File: src/bed_pkg.sv
// ----------------------------------------------------------------------------
// bed_pkg
// Shared types and constants for the button event detector: register
// indexes, input mode codes, key class width and the packed result layout.
// ----------------------------------------------------------------------------
package bed_pkg;

  // Configuration register indexes
  typedef enum logic [2:0] {
    REG_INPUT_MODE      = 3'd0,
    REG_DEBOUNCE_ENABLE = 3'd1,
    REG_DEBOUNCE_MS     = 3'd2,
    REG_DOUBLE_CLICK_MS = 3'd3,
    REG_HOLD_MS         = 3'd4,
    REG_KEY_COUNT       = 3'd5,
    REG_KEY_LIMITS      = 3'd6
  } reg_index_t;

  // Input mode codes (anything else selects the analog ladder)
  localparam logic [1:0] MODE_IDLE_HIGH = 2'd0;
  localparam logic [1:0] MODE_IDLE_LOW  = 2'd1;
  localparam logic [1:0] MODE_LADDER    = 2'd2;

  // Number of 16-bit limits packed into the key_limits register
  localparam int unsigned PACKED_LIMITS = 4;
  localparam int unsigned LIMIT_W       = 16;

  // Key class: key index, or the key count meaning "released"
  localparam int unsigned CLASS_W = 3;
  typedef logic [CLASS_W-1:0] key_class_t;

  // Millisecond time
  typedef logic [31:0] ms_t;

  // One result item, last field in the lowest bits
  typedef struct packed {
    logic [6:0]  pad;
    logic [15:0] press_count;
    logic        double_click_flag;
    logic        state_changed;
    logic        hold_event;
    logic        double_click_event;
    logic        release_event;
    logic        press_event;
    logic [1:0]  active_key;
    logic        is_pressed;
  } result_t;

endpackage

File: src/button_event_detector_unit.sv
// ----------------------------------------------------------------------------
// button_event_detector_unit
// Debounced press / release / double-click / hold detection on polled pin
// samples, for one digital button or an analog ladder of keys.
// ----------------------------------------------------------------------------
// Usage:
//   s_* channel: one poll per request, tdata = {now_ms, pin_sample} with
//     pin_sample in the low SAMPLE_BITS bits, zero padded to whole bytes.
//   m_* channel: one result per poll, fields listed at the m_tdata port.
//   cfg_* channel: register writes (index, data), always ready; write only
//     while no poll is in flight.
// Path: an accepted poll passes the input register, then the result register,
//   before its result shows on m_tvalid.
// Throughput: one poll per cycle while m_tready is high. The debounce/press
//   state is read and updated by the single step between the input register
//   and the result register, so consecutive polls follow in consecutive cycles.
// Stall: while m_tready is low the result register holds and the input
//   register still takes one more poll; s_tready drops only when both are
//   full.
// Reset: rst (synchronous) empties both stages, loads the default register
//   values and returns the button to released, with the hold event disarmed
//   and all counters at zero. No clearing pass is needed.
// ----------------------------------------------------------------------------
module button_event_detector_unit #(
  parameter int unsigned MAX_KEYS    = 4,
  parameter int unsigned SAMPLE_BITS = 10
) (
  input  logic             clk,
  input  logic             rst,
  // input polls
  input  logic             s_tvalid,
  output logic             s_tready,
  input  logic [((SAMPLE_BITS+32+7)/8)*8-1:0] s_tdata, // pin_sample, now_ms, zero pad
  // results
  output logic             m_tvalid,
  input  logic             m_tready,
  output logic [31:0]      m_tdata,  // is_pressed, active_key[1:0], press_event,
                                     // release_event, double_click_event, hold_event,
                                     // state_changed, double_click_flag,
                                     // press_count[15:0], zero pad
  // configuration writes
  input  logic             cfg_valid,
  output logic             cfg_ready,
  input  logic [2:0]       cfg_index,
  input  logic [63:0]      cfg_data
);

  localparam int unsigned KEY_LIM =
    (MAX_KEYS < bed_pkg::PACKED_LIMITS) ? MAX_KEYS : bed_pkg::PACKED_LIMITS;

  // --------------------------------------------------------------------------
  // Configuration registers
  // --------------------------------------------------------------------------
  logic [1:0]  input_mode;
  logic        debounce_enable;
  logic [15:0] debounce_ms;
  logic [15:0] double_click_ms;
  logic [15:0] hold_ms;
  logic [2:0]  key_count;
  logic [63:0] key_limits;

  assign cfg_ready = 1'b1;

  always_ff @(posedge clk) begin
    if (rst) begin
      input_mode      <= bed_pkg::MODE_IDLE_HIGH;
      debounce_enable <= 1'b1;
      debounce_ms     <= 16'd50;
      double_click_ms <= 16'd900;
      hold_ms         <= 16'd1000;
      key_count       <= 3'd1;
      key_limits      <= 64'd1024;
    end else if (cfg_valid && cfg_ready) begin
      unique case (bed_pkg::reg_index_t'(cfg_index))
        bed_pkg::REG_INPUT_MODE:      input_mode      <= cfg_data[1:0];
        bed_pkg::REG_DEBOUNCE_ENABLE: debounce_enable <= cfg_data[0];
        bed_pkg::REG_DEBOUNCE_MS:     debounce_ms     <= cfg_data[15:0];
        bed_pkg::REG_DOUBLE_CLICK_MS: double_click_ms <= cfg_data[15:0];
        bed_pkg::REG_HOLD_MS:         hold_ms         <= cfg_data[15:0];
        bed_pkg::REG_KEY_COUNT:       key_count       <= cfg_data[2:0];
        bed_pkg::REG_KEY_LIMITS:      key_limits      <= cfg_data;
        default: ;
      endcase
    end
  end

  // --------------------------------------------------------------------------
  // Handshake: input register feeding result register
  // --------------------------------------------------------------------------
  logic                   in_valid;
  logic [SAMPLE_BITS-1:0] in_sample;
  bed_pkg::ms_t           in_now;
  logic                   out_valid;
  bed_pkg::result_t       result;
  logic                   out_free;
  logic                   step;

  assign out_free = !out_valid || m_tready;
  assign step     = in_valid && out_free;
  assign s_tready = !in_valid || out_free;
  assign m_tvalid = out_valid;
  assign m_tdata  = result;

  always_ff @(posedge clk) begin
    if (rst) begin
      in_valid <= 1'b0;
    end else if (s_tready) begin
      in_valid <= s_tvalid;
    end
  end

  always_ff @(posedge clk) begin
    if (s_tvalid && s_tready) begin
      in_sample <= s_tdata[SAMPLE_BITS-1:0];
      in_now    <= s_tdata[SAMPLE_BITS+31:SAMPLE_BITS];
    end
  end

  always_ff @(posedge clk) begin
    if (rst) begin
      out_valid <= 1'b0;
    end else if (out_free) begin
      out_valid <= in_valid;
    end
  end

  // --------------------------------------------------------------------------
  // Button state
  // --------------------------------------------------------------------------
  bed_pkg::key_class_t last_class, last_class_next;
  bed_pkg::ms_t        debounce_start, debounce_start_next;
  logic                press_active, press_active_next;
  bed_pkg::ms_t        press_start, press_start_next;
  bed_pkg::ms_t        prev_press_start, prev_press_start_next;
  logic                hold_done, hold_done_next;
  logic                double_found, double_found_next;
  logic                changed_flag, changed_flag_next;
  logic [1:0]          latched_key, latched_key_next;
  logic [15:0]         presses, presses_next;

  // Effective key count
  logic [2:0] keys;
  always_comb begin
    priority if (input_mode == bed_pkg::MODE_IDLE_HIGH ||
                 input_mode == bed_pkg::MODE_IDLE_LOW) begin
      keys = 3'd1;
    end else if (key_count == 3'd0) begin
      keys = 3'd1;
    end else if (key_count > 3'(KEY_LIM)) begin
      keys = 3'(KEY_LIM);
    end else begin
      keys = key_count;
    end
  end

  // Sample classification: in ladder mode the lowest-index key whose limit lies above the sample wins
  bed_pkg::key_class_t cls;
  logic [15:0]         sample_ext;
  logic                idle_level;
  assign sample_ext = 16'(in_sample);
  assign idle_level = (input_mode == bed_pkg::MODE_IDLE_HIGH);

  always_comb begin
    cls = keys;
    if (input_mode == bed_pkg::MODE_IDLE_HIGH || input_mode == bed_pkg::MODE_IDLE_LOW) begin
      cls = (in_sample[0] == idle_level) ? bed_pkg::key_class_t'(1) :
                                           bed_pkg::key_class_t'(0);
    end else begin
      for (int i = bed_pkg::PACKED_LIMITS - 1; i >= 0; i--) begin
        if (3'(i) < keys &&
            sample_ext < key_limits[i*bed_pkg::LIMIT_W +: bed_pkg::LIMIT_W]) begin
          cls = bed_pkg::key_class_t'(i);
        end
      end
    end
  end

  // Elapsed times, modulo 2^32
  bed_pkg::ms_t since_debounce, since_prev_press, since_press;
  assign since_debounce   = in_now - debounce_start;
  assign since_prev_press = in_now - prev_press_start;
  assign since_press      = in_now - press_start;

  logic evaluate, key_down;
  logic ev_press, ev_rel, ev_dbl, ev_hold;
  assign evaluate = (cls == last_class) &&
                    !(debounce_enable && since_debounce < 32'(debounce_ms));
  assign key_down = (cls < keys);

  // Next state and events for the poll in the input register
  always_comb begin
    last_class_next       = cls;
    debounce_start_next   = debounce_start;
    press_active_next     = press_active;
    press_start_next      = press_start;
    prev_press_start_next = prev_press_start;
    hold_done_next        = hold_done;
    double_found_next     = double_found;
    changed_flag_next     = changed_flag;
    latched_key_next      = latched_key;
    presses_next          = presses;
    ev_press = 1'b0;
    ev_rel   = 1'b0;
    ev_dbl   = 1'b0;
    ev_hold  = 1'b0;
    if (cls != last_class) begin
      debounce_start_next = in_now;
    end else if (evaluate) begin
      if (key_down) begin
        if (!press_active) begin
          presses_next      = presses + 16'd1;
          latched_key_next  = cls[1:0];
          ev_press          = 1'b1;
          press_start_next  = in_now;
          press_active_next = 1'b1;
          hold_done_next    = 1'b0;
          changed_flag_next = 1'b1;
        end else begin
          changed_flag_next = 1'b0;
          // hold can only fire on a press already in progress
          if (!hold_done && since_press > 32'(hold_ms)) begin
            ev_hold        = 1'b1;
            hold_done_next = 1'b1;
          end
        end
      end else begin
        if (press_active) begin
          ev_rel                = 1'b1;
          ev_dbl                = (since_prev_press <= 32'(double_click_ms));
          double_found_next     = ev_dbl;
          prev_press_start_next = press_start;
          press_active_next     = 1'b0;
          changed_flag_next     = 1'b1;
        end else begin
          changed_flag_next = 1'b0;
        end
      end
    end
  end

  // State update, one poll per step
  always_ff @(posedge clk) begin
    if (rst) begin
      last_class       <= bed_pkg::key_class_t'(1);
      debounce_start   <= '0;
      press_active     <= 1'b0;
      press_start      <= '0;
      prev_press_start <= '0;
      hold_done        <= 1'b1;
      double_found     <= 1'b0;
      changed_flag     <= 1'b0;
      latched_key      <= 2'd0;
      presses          <= 16'd0;
    end else if (step) begin
      last_class       <= last_class_next;
      debounce_start   <= debounce_start_next;
      press_active     <= press_active_next;
      press_start      <= press_start_next;
      prev_press_start <= prev_press_start_next;
      hold_done        <= hold_done_next;
      double_found     <= double_found_next;
      changed_flag     <= changed_flag_next;
      latched_key      <= latched_key_next;
      presses          <= presses_next;
    end
  end

  // Result register
  always_ff @(posedge clk) begin
    if (step) begin
      result.pad                <= '0;
      result.press_count        <= presses_next;
      result.double_click_flag  <= double_found_next;
      result.state_changed      <= changed_flag_next;
      result.hold_event         <= ev_hold;
      result.double_click_event <= ev_dbl;
      result.release_event      <= ev_rel;
      result.press_event        <= ev_press;
      result.active_key         <= latched_key_next;
      result.is_pressed         <= press_active_next;
    end
  end

`ifndef ASSERT_OFF
  // A stalled poll in the input register is never dropped
  a_hold_input: assert property (@(posedge clk) disable iff (rst)
    in_valid && !out_free |=> in_valid)
    else $error("poll lost from input register");

  // A press event always bumps the press counter by one
  a_press_count: assert property (@(posedge clk) disable iff (rst)
    step && ev_press |=> presses == $past(presses) + 16'd1)
    else $error("press counter out of step with press event");

  // Double click only comes with a release, never with a press or hold
  a_dbl_release: assert property (@(posedge clk) disable iff (rst)
    step && ev_dbl |-> ev_rel && !ev_press && !ev_hold)
    else $error("double click without release");

  // Hold event only while the press stays active
  a_hold_active: assert property (@(posedge clk) disable iff (rst)
    step && ev_hold |=> press_active && hold_done)
    else $error("hold event outside an active press");
`endif

endmodule

File: config.mk
export PLATFORM = sky130hd
export DESIGN_NAME = button_event_detector_unit
export DESIGN_NICKNAME = d
export VERILOG_FILES = /design/src/bed_pkg.sv /design/src/button_event_detector_unit.sv
export SDC_FILE = /design/constraint.sdc
export NUM_CORES = 1
export LEC_CHECK = 0
export ABC_AREA = 1
export BUFFER_PORTS_ARGS = -buffer_cell sky130_fd_sc_hd__buf_4
export CORE_AREA = 2 2 186 188
export DETAILED_ROUTE_END_ITERATION = 8
export DIE_AREA = 0 0 188 190
export PLACE_DENSITY = 0.78
export RECOVER_POWER = 100
export SKIP_CTS_REPAIR_TIMING = 1
export SYNTH_ARGS = -nofsm -noshare
export SYNTH_HDL_FRONTEND = slang
export SYNTH_SLANG_ARGS = --single-unit
File: constraint.sdc
create_clock -name clk -period 3.9 [get_ports clk]
set_clock_uncertainty 0.1 [all_clocks]
set_input_delay 0.39 -clock clk [delete_from_list [all_inputs] [get_ports clk]]
set_output_delay 0.39 -clock clk [all_outputs]
set_load 0.1 [all_outputs]
# Yosys cells after proc, flatten, opt, wreduce, memory -nomap -nowiden
# Cells that the tools add are included.
[word_totals] register_bits=308 latch_bits=0 ram_bits=0 romBits=0 inputBits=120 output_inout_bits=35 wordCells=128 mem_count=0
[classes] addsub=4 n_mul=0 div=0 order_cmp=13 n_eq_ne=11 shifts=0 n_mux=32 bitwise_logic=4 n_reduce_logical=34
[ops] op="$sub 32x32->32" count=3
[ops] op="$lt 10x16->1" count=4
[ops] op="$mux 16" count=4
[ops] op="$gt 32x16->1" count=1
[ops] op="$le 32x16->1" count=1
[ops] op="$lt 32x16->1" count=1
[ops] op="$mux 3" count=8
[ops] op="$add 16x1->16 const B" count=1
[ops] op="$mux 1" count=16
[ops] op="$reduce_and 2->1" count=8
[ops] op="$reduce_and 5->1" count=3
[ops] op="$eq 3x3->1 const B" count=3
[ops] op="$logic_and 1x1->1" count=9
[ops] op="$mux 2" count=4
[ops] op="$reduce_or 4->1" count=2
[ops] op="$eq 3x2->1 const B" count=2
[ops] op="$logic_not 3->1" count=2
[ops] op="$lt 1x3->1 const A" count=2
[ops] op="$lt 2x3->1 const A" count=2
[ops] op="$reduce_or 3->1" count=2
[ops] op="$logic_not 1->1" count=4
[ops] op="$not 1->1" count=4
[ops] op="$eq 3x1->1 const B" count=1
[ops] op="$eq 3x3->1" count=1
[ops] op="other kinds (8)" count=10

# Logic depth before layout (Yosys ltp)
# Gate-level depths: netlist of run 1.
[depth] ltp_word=15 depth_mapped=27 mapped_depth_nobuf=27

# Worst setup path before layout of run 1
# OpenSTA, ideal clock, no wires.
[synth_timing] path_kind="register to register" from="register in_now[0]" to="register result (netlist bit m_tdata[10]) (data pin)" setup_time_ps=261 arrival_ps=3118 required_time_ps=3539 path_slack_ps=421 path_stages_with_launch=26 path_buffers=0 period_less_slack_ps=3479 path_cell_list="edfxtp_1 inv_1 ha_1 inv_1 fa_1 nand2_1 nand3_1 and2_1 nand2_1 nand2_1 xor2_1 ha_1 nand2_1 nor2_1 a211oi_1 nand2_1 nand2_1 a21oi_1 nor2_1 nand4_1 nor2_2 nor2_4 nand2_1 inv_1 nand2_1 o21ai_0"
[synth_between] elab_chain_cells=7
[synth_lines] item="start, declared" line_no="button_event_detector_unit.sv:92" text="bed_pkg::ms_t in_now;"
[synth_lines] item="start signal, assigned" line_no="button_event_detector_unit.sv:115" text="in_now <= s_tdata[SAMPLE_BITS+31:SAMPLE_BITS];"
[synth_lines] item="$sub 32x32->32" line_no="button_event_detector_unit.sv:180" text="assign since_debounce = in_now - debounce_start;"
[synth_lines] item="$lt 32x16->1" line_no="button_event_detector_unit.sv:187" text="!(debounce_enable && since_debounce < 32'(debounce_ms));"
[synth_lines] item="$logic_and 1x1->1" line_no="button_event_detector_unit.sv:187"
[synth_lines] item="$logic_not 1->1" line_no="button_event_detector_unit.sv:187"
[synth_lines] item="$logic_and 1x1->1" line_no="button_event_detector_unit.sv:186" text="assign evaluate = (cls == last_class) &&"
[synth_lines] item="$mux 16" line_no="button_event_detector_unit.sv:208" text="end else if (evaluate) begin"
[synth_lines] item="$mux 16" line_no="button_event_detector_unit.sv:206" text="if (cls != last_class) begin"
[synth_lines] item="named net presses_next[1]" line_no="button_event_detector_unit.sv:139" text="logic [15:0] presses, presses_next;"
[synth_lines] item="end, declared" line_no="button_event_detector_unit.sv:94" text="bed_pkg::result_t result;"
# The timed path passes the listed nets, and every way through them passes these cells.
# A chain may end at the register's enable or synchronous reset.

# Worst setup path in the final report of run 1
[layout_timing] from="register press_start[4]" to="register hold_done"
[layout_between] elab_chain_cells=5
[layout_lines] item="start, declared" line_no="button_event_detector_unit.sv:133" text="bed_pkg::ms_t press_start, press_start_next;"
[layout_lines] item="start signal, assigned" line_no="button_event_detector_unit.sv:258" text="press_start <= press_start_next;"
[layout_lines] item="$sub 32x32->32" line_no="button_event_detector_unit.sv:182" text="assign since_press = in_now - press_start;"
[layout_lines] item="$gt 32x16->1" line_no="button_event_detector_unit.sv:221" text="if (!hold_done && since_press > 32'(hold_ms)) begin"
[layout_lines] item="$logic_and 1x1->1" line_no="button_event_detector_unit.sv:221"
[layout_lines] item="$ne 2x1->1 (no line)"
[layout_lines] item="$reduce_and 5->1 (no line)"
[layout_lines] item="end signal, assigned" line_no="button_event_detector_unit.sv:260" text="hold_done <= hold_done_next;"
[layout_lines] item="end, declared" line_no="button_event_detector_unit.sv:135" text="logic hold_done, hold_done_next;"
# No other way between the ends.

==> metrics, run 1 <==
peak supply drop 0.0003872 V; TritonCTS clock tree built; Power Internal 6.604 mW; post-route cell area 0.02821 sq mm; NumNets Final 3,844; setup_tns -15.88 ns; Synth Cell Area 0.02060 sq mm; share of layout cells above drive strength 1 0.2370; Via density 5.962; post-route ant nets 0; Slew Limit Fails 0; net load switching power 3.474 mW; Post-Layout Cell Count 4,024; Power Density 357.2 mW/mm^2; crit start category register; final wirelength 80,590 um; headroom to the max-slew limit 0.2248; Period minus WS final 4.299 ns; switch share 0.3447; Reg power frac 0.350; largest net degree at the start of global routing 84; Crit Path Max Fanout 3; Total GRT Usage 0.3594; final core utilization 0.8310; slew at the pin closest to its max-slew limit 1.163 ns; CTS root buf clkbuf_16; placed standard-cell area 0.02362 sq mm; boundary pin count 155; port bufs 140; Synth Instances 3,094; sequential fraction of the synthesis area 0.3319; Multi-input gate area 0.01356 sq mm; Hold Path Class input pin to register; final setup violation count 108; final hold slack -0.02888 ns; Crit path arrival time 4.61 ns; kind of critical path register to register; leakage 13.40 nW; DR DRC count 0; floorplan row count 68; Worst setup EP type register; final worst slack -0.3992 ns; grt ovf 0; f_max 232.6 MHz; number of synthesized flops with an enable pin 67; Final period util 1.102; P&R area growth vs syn 36.95%; initial antenna violation count 1; fraction of registers with async set/reset 0; Gate power share 0.310; Clock power frac 0.341; router iterations before antenna repair 6; CTS H-tree lvls 2; Starting DRT DRC Count 2,761; Die H 190 um; Starting Density 0.6068; Syn Area/Cell 6.658 sq um; count of cell types in the netlist 45; first-pass GRT wire length 102,700 um; Num CTS Buffers 35; Core ar. 0.03395 sq mm; FF+latch area 0.006838 sq mm; dpl cells 3,836; clock sinks 308; Vias 23,992; top flip-flop cell by instance count after synthesis dfxtp_1; final hold vios 8; total die area 0.03572 sq mm; Yosys reg bits 308; commonest cells after routing, fill and taps aside nand2_1 (643), inv_1 (439), nor2_1 (356); vias in the first global route 20,916; Ys Warns 0; Ant. Diodes 0; CTS max path bufs 3; Crit path required time 4.21 ns; gpl congestion 0.9724; clk_lat worst skew 0.59 ns; DP HPWL 50,320 um; most common cell after layout, fill and taps aside nand2_1; failing checks hold timing, setup timing; RSZ-0062 raised after global routing true; Avg WL per Cell 20.03 um; Clock transition at path regs 0.06 ns; Tot Pwr 10.08 mW; status finished with violations; Max Cap Viol 0; Die X 188 um; FILL cells 2,029
-- cell type report --
type | count | share of cell area
clock buffers | 50 | 0.03557
clock inverters | 14 | 0.006165
inverters | 465 | 0.06223
multi-input cells | 2242 | 0.4807
flip-flops and latches | 308 | 0.2424
well taps | 455 | 0.02018
repair buffers | 490 | 0.1527
-- sequential cells by signal, indices dropped and copies added, names as in the netlist --
register	count
m_tdata	25
press_start	32
debounce_ms	16
in_now	32
input_mode	2
in_sample	10
press_active	1
last_class	3
hold_done	1
key_count	3
key_limits	64
debounce_start	32
changed_flag	1
latched_key	2
hold_ms	16
presses	16
m_tvalid	1
double_click_ms	16
prev_press_start	32
double_found	1
in_valid	1
debounce_enable	1
-- routing by layer --
| metal | global-route usage | vias up | wire (um) |
|---|---|---|---|
| met4 | 0.1651 | 2 | 5729 |
| met3 | 0.05608 | 481 | 8657 |
| met5 | 0 | - | 9 |
| li1 | - | 10843 | - |
| met2 | 0.6121 | 1617 | 37300 |
| met1 | 0.4489 | 11049 | 28890 |
-- power by group through the flow --
stage	combinational, mW	sequential, mW	clock (mW)
after floorplan	1.45	3.66	0
after global placement	2.37	3.57	0
after detailed placement	2.45	3.58	0
after CTS	2.48	3.51	3.41
after global routing	3.36	3.53	3.52
final	3.12	3.52	3.43
-- path summary, 6_finish.rpt --
path | startpoint | endpoint | slack (ns) | depth (start not counted)
setup / recovery | press_start[4]$_SDFFE_PP0P_ | hold_done$_SDFFE_PP1P_ | -0.40 | 26
hold / removal | cfg_data[63] | key_limits[63]$_SDFFE_PP0P_ | -0.03 | 3
setup reg to reg | press_start[4]$_SDFFE_PP0P_ | hold_done$_SDFFE_PP1P_ | -0.40 | 26
hold reg to reg | debounce_start[19]$_SDFFE_PP0P_ | debounce_start[19]$_SDFFE_PP0P_ | 0.36 | 2
-- through the flow --
step,setup WS [ns],hold WS (ns)
after floorplan,0.4208,0.3268
after global placement,-0.2981,0.3408
after detailed placement,-0.4262,0.3506
after CTS,-0.4848,-0.1278
after global routing,-0.4835,-0.02202
final,-0.3992,-0.02888
-- logic make-up (layout without fill, tap and decap cells) --
logic type / Yosys count / count (layout) / synth area share
fa+ha+maj: 182 / 182 / 0.1116
compound gates: 542 / 542 / 0.1401
simple gates: 1441 / 1441 / 0.2831
other cells: 2 / 8 / 0.0003646
flops: 308 / 308 / 0.3319
xor+xnor: 69 / 69 / 0.02934
buf+inv: 550 / 1019 / 0.1036
-- synth_stat cells, drive strengths merged, types with 3 or more instances --
master	instances	area share
a21o	6	0.0022
nor2	418	0.077
a21boi	8	0.0029
inv	463	0.084
o211ai	14	0.0051
dfxtp	241	0.23
nand3b	10	0.0036
nand3	151	0.037
o21a	8	0.0029
xnor2	13	0.0055
o21ai	215	0.052
nand4	37	0.011
edfxtp	67	0.098
ha	179	0.11
nor4	7	0.0021
clkbuf	54	0.0098
nor3	29	0.0070
xor2	56	0.024
a31oi	6	0.0018
o21bai	17	0.0062
nand2	780	0.14
o221ai	3	0.0013
buf	31	0.0090
a211oi	3	0.0011
fa	3	0.0029
a21oi	259	0.063
-- worst max-delay path, cell delays in order, from the launching register on --
cell and delay (ns):
dfxtp_1 0.41, inv_1 0.11, ha_1 0.35, nand2_1 0.08, nand2_1 0.11, a21oi_1 0.10, buf_4 0.15, o211ai_1 0.27
xor2_1 0.42, ha_1 0.35, nand2_1 0.08, inv_1 0.06, nand2_1 0.07, a31oi_1 0.08, nor2_1 0.12, nand2_1 0.08
nand2_2 0.10, nand2_1 0.06, nor2_1 0.09, nand3_1 0.12, nor3_2 0.21, nand3_2 0.15, buf_6 0.17, nand2_2 0.07
inv_1 0.04, nand3_1 0.08, nand3_1 0.08
(Power assumes the default switching activity.)
==> run 2: changes to the inputs <==
- BUFFER_PORTS_ARGS: -buffer_cell sky130_fd_sc_hd__buf_4 -> -buffer_cell sky130_fd_sc_hd__buf_2
- CORE_AREA: 2 2 186 188 -> 2 2 214 163
- DIE_AREA: 0 0 188 190 -> 0 0 216 165
==> run 2 against run 1 <==
The flow still finishes with violations (hold timing, setup timing). Routed wire length down 11%. Cell area decreased by 6.3%. Highest routed layer is now met4. Largest cell class unchanged. Critical endpoint is now prev_press_start[18]$_SDFFE_PP0P_. First-iteration DRC count down 6.9%.
==> metrics, run 2 (synthesis gave the netlist of run 1 again) <==
worst r2r dst prev_press_start[18]$_SDFFE_PP0P_; largest net degree at the start of global routing 93; failing checks hold timing, setup timing; FF-to-FF path depth 28; Period minus WS final 4.157 ns; Clock power frac 0.361; FILL cells 2,370; post-route ant nets 0; Starting Density 0.6171; Gate power share 0.284; share of layout cells above drive strength 1 0.1845; CTS H-tree lvls 2; total die area 0.03564 sq mm; Crit Path Max Fanout 8; most flop-heavy register key_limits; Tot Pwr 9.887 mW; final setup violation count 109; f_max 240.5 MHz; router iterations before antenna repair 6; Hold Path Class input pin to register; clk_lat worst skew 0.56 ns; Total GRT Usage 0.3559; Clock transition at path regs 0.06 ns; Avg WL per Cell 17.95 um; final worst slack -0.2574 ns; first-pass GRT wire length 101,300 um; Reg power frac 0.355; boundary pin count 155; clock sinks 308; CP top delay family simple AND/OR/NAND/NOR gates; initial antenna violation count 1; headroom to the max-slew limit 0.09559; peak supply drop 0.0003692 V; DR DRC count 0; Slew Limit Fails 0; reg-to-reg startpoint in_now[0]$_DFFE_PP_; crit start category register; hold endpoint key_limits[48]$_SDFFE_PP0P_; port bufs 140; Crit path required time 4.21 ns; slew at the pin closest to its max-slew limit 1.357 ns; Num CTS Buffers 36; net load switching power 3.287 mW; CP Buf/Inv Count 6; slowest stage delay, CP 0.44 ns; final hold vios 12; Core ar. 0.03338 sq mm; commonest cells after routing, fill and taps aside nand2_1 (704), inv_1 (452), nor2_1 (390); Final period util 1.066; gpl congestion 1.020; final wirelength 71,530 um; final hold slack -0.03313 ns; hold path depth 3; setup_tns -19.98 ns; vias in the first global route 20,369; Multi-input gate area 0.01260 sq mm; status finished with violations; Die H 165 um; TritonCTS clock tree built; grt ovf 0; Max Cap Viol 0; Worst path most repeated cell nand2_2; most common cell after layout, fill and taps aside nand2_1; Worst setup EP type register; Starting DRT DRC Count 2,571; FF+latch area 0.006837 sq mm; r2r setup slk -0.26 ns; Via density 5.680; NumNets Final 3,808; RSZ-0062 raised after global routing true; Crit path arrival time 4.47 ns; leakage 12.79 nW; P&R area growth vs syn 28.33%; CTS max path bufs 3; kind of critical path register to register; CTS root buf clkbuf_16; Vias 22,633; DP HPWL 49,890 um; Power Density 374.0 mW/mm^2; max FFs per register 64; Die X 216 um; CP max-delay cell edfxtp_1; switch share 0.3325; floorplan row count 58; HP Start cfg_data[48]; WP depth 28; Power Internal 6.600 mW
run 2: cell types whose count changed in the layout (fill, tap and decap cells not counted), moves of 33 or more:
cell,change
nand2_4,-33
nand2_1,+61
clkbuf_4,-41
buf_2,+133
buf_4,-102
nor2_1,+34
run 2: power groups by stage:
stage	registers (mW)	clock network, mW	logic, mW
after floorplan	3.66	0	1.45
after global placement	3.58	0	2.30
after detailed placement	3.59	0	2.38
after CTS	3.52	3.55	2.41
after global routing	3.52	3.69	3.05
final	3.51	3.56	2.81
run 2: routing by layer:
metal / track usage / vias up / share of wire
li1: - / 10765 / -
met1: 0.4802 / 10492 / 0.41
met2: 0.5896 / 1183 / 0.46
met3: 0.06243 / 193 / 0.10
met4: 0.09900 / 0 / 0.033
met5: 0 / - / 0
run 2: final cells by class:
class,instances,share of cell area
diodes,1,0.00009466
clock buffers,46,0.03748
clock inverters,20,0.009229
inverters,465,0.06635
multi-input cells,2243,0.4765
flip-flops and latches,308,0.2586
well taps,450,0.02130
repair buffers,452,0.1305
run 2: worst register-to-register path, delay by kind of cell, from the launching register on:
kind	cells	cell delay, ns
compound gates	1	0.17
flops	1	0.44
simple gates	17	1.71
buf+inv	6	0.72
xor+xnor	1	0.16
fa+ha+maj	3	0.71
run 2: how the worst max path moves through the flow:
stage	slack [ns]	to	start
after global placement	-0.23	hold_done$_SDFFE_PP1P_	in_now[10]$_DFFE_PP_
after CTS	-0.35	prev_press_start[15]$_SDFFE_PP0P_	in_now[6]$_DFFE_PP_
after floorplan	0.42	m_tdata[10]$_DFFE_PP_	in_now[0]$_DFFE_PP_
after detailed placement	-0.29	prev_press_start[15]$_SDFFE_PP0P_	in_now[6]$_DFFE_PP_
after global routing	-0.40	prev_press_start[18]$_SDFFE_PP0P_	in_now[0]$_DFFE_PP_
final	-0.26	prev_press_start[18]$_SDFFE_PP0P_	in_now[0]$_DFFE_PP_
run 2: metrics by stage:
step | hold slack, ns | instance area, sq um | std cells | util | setup WS (ns)
global route | -0.003578 | 26440 | 3985 | 0.7919 | -0.4040
finish | -0.03313 | 26440 | 3985 | 0.7919 | -0.2574
detailed placement | 0.3499 | 23180 | 3822 | 0.6945 | -0.2937
floorplan | 0.3268 | 20620 | 3100 | - | 0.4208
CTS | -0.09708 | 24420 | 3888 | 0.7314 | -0.3508
global placement | 0.3399 | 23180 | 3822 | 0.6945 | -0.2350
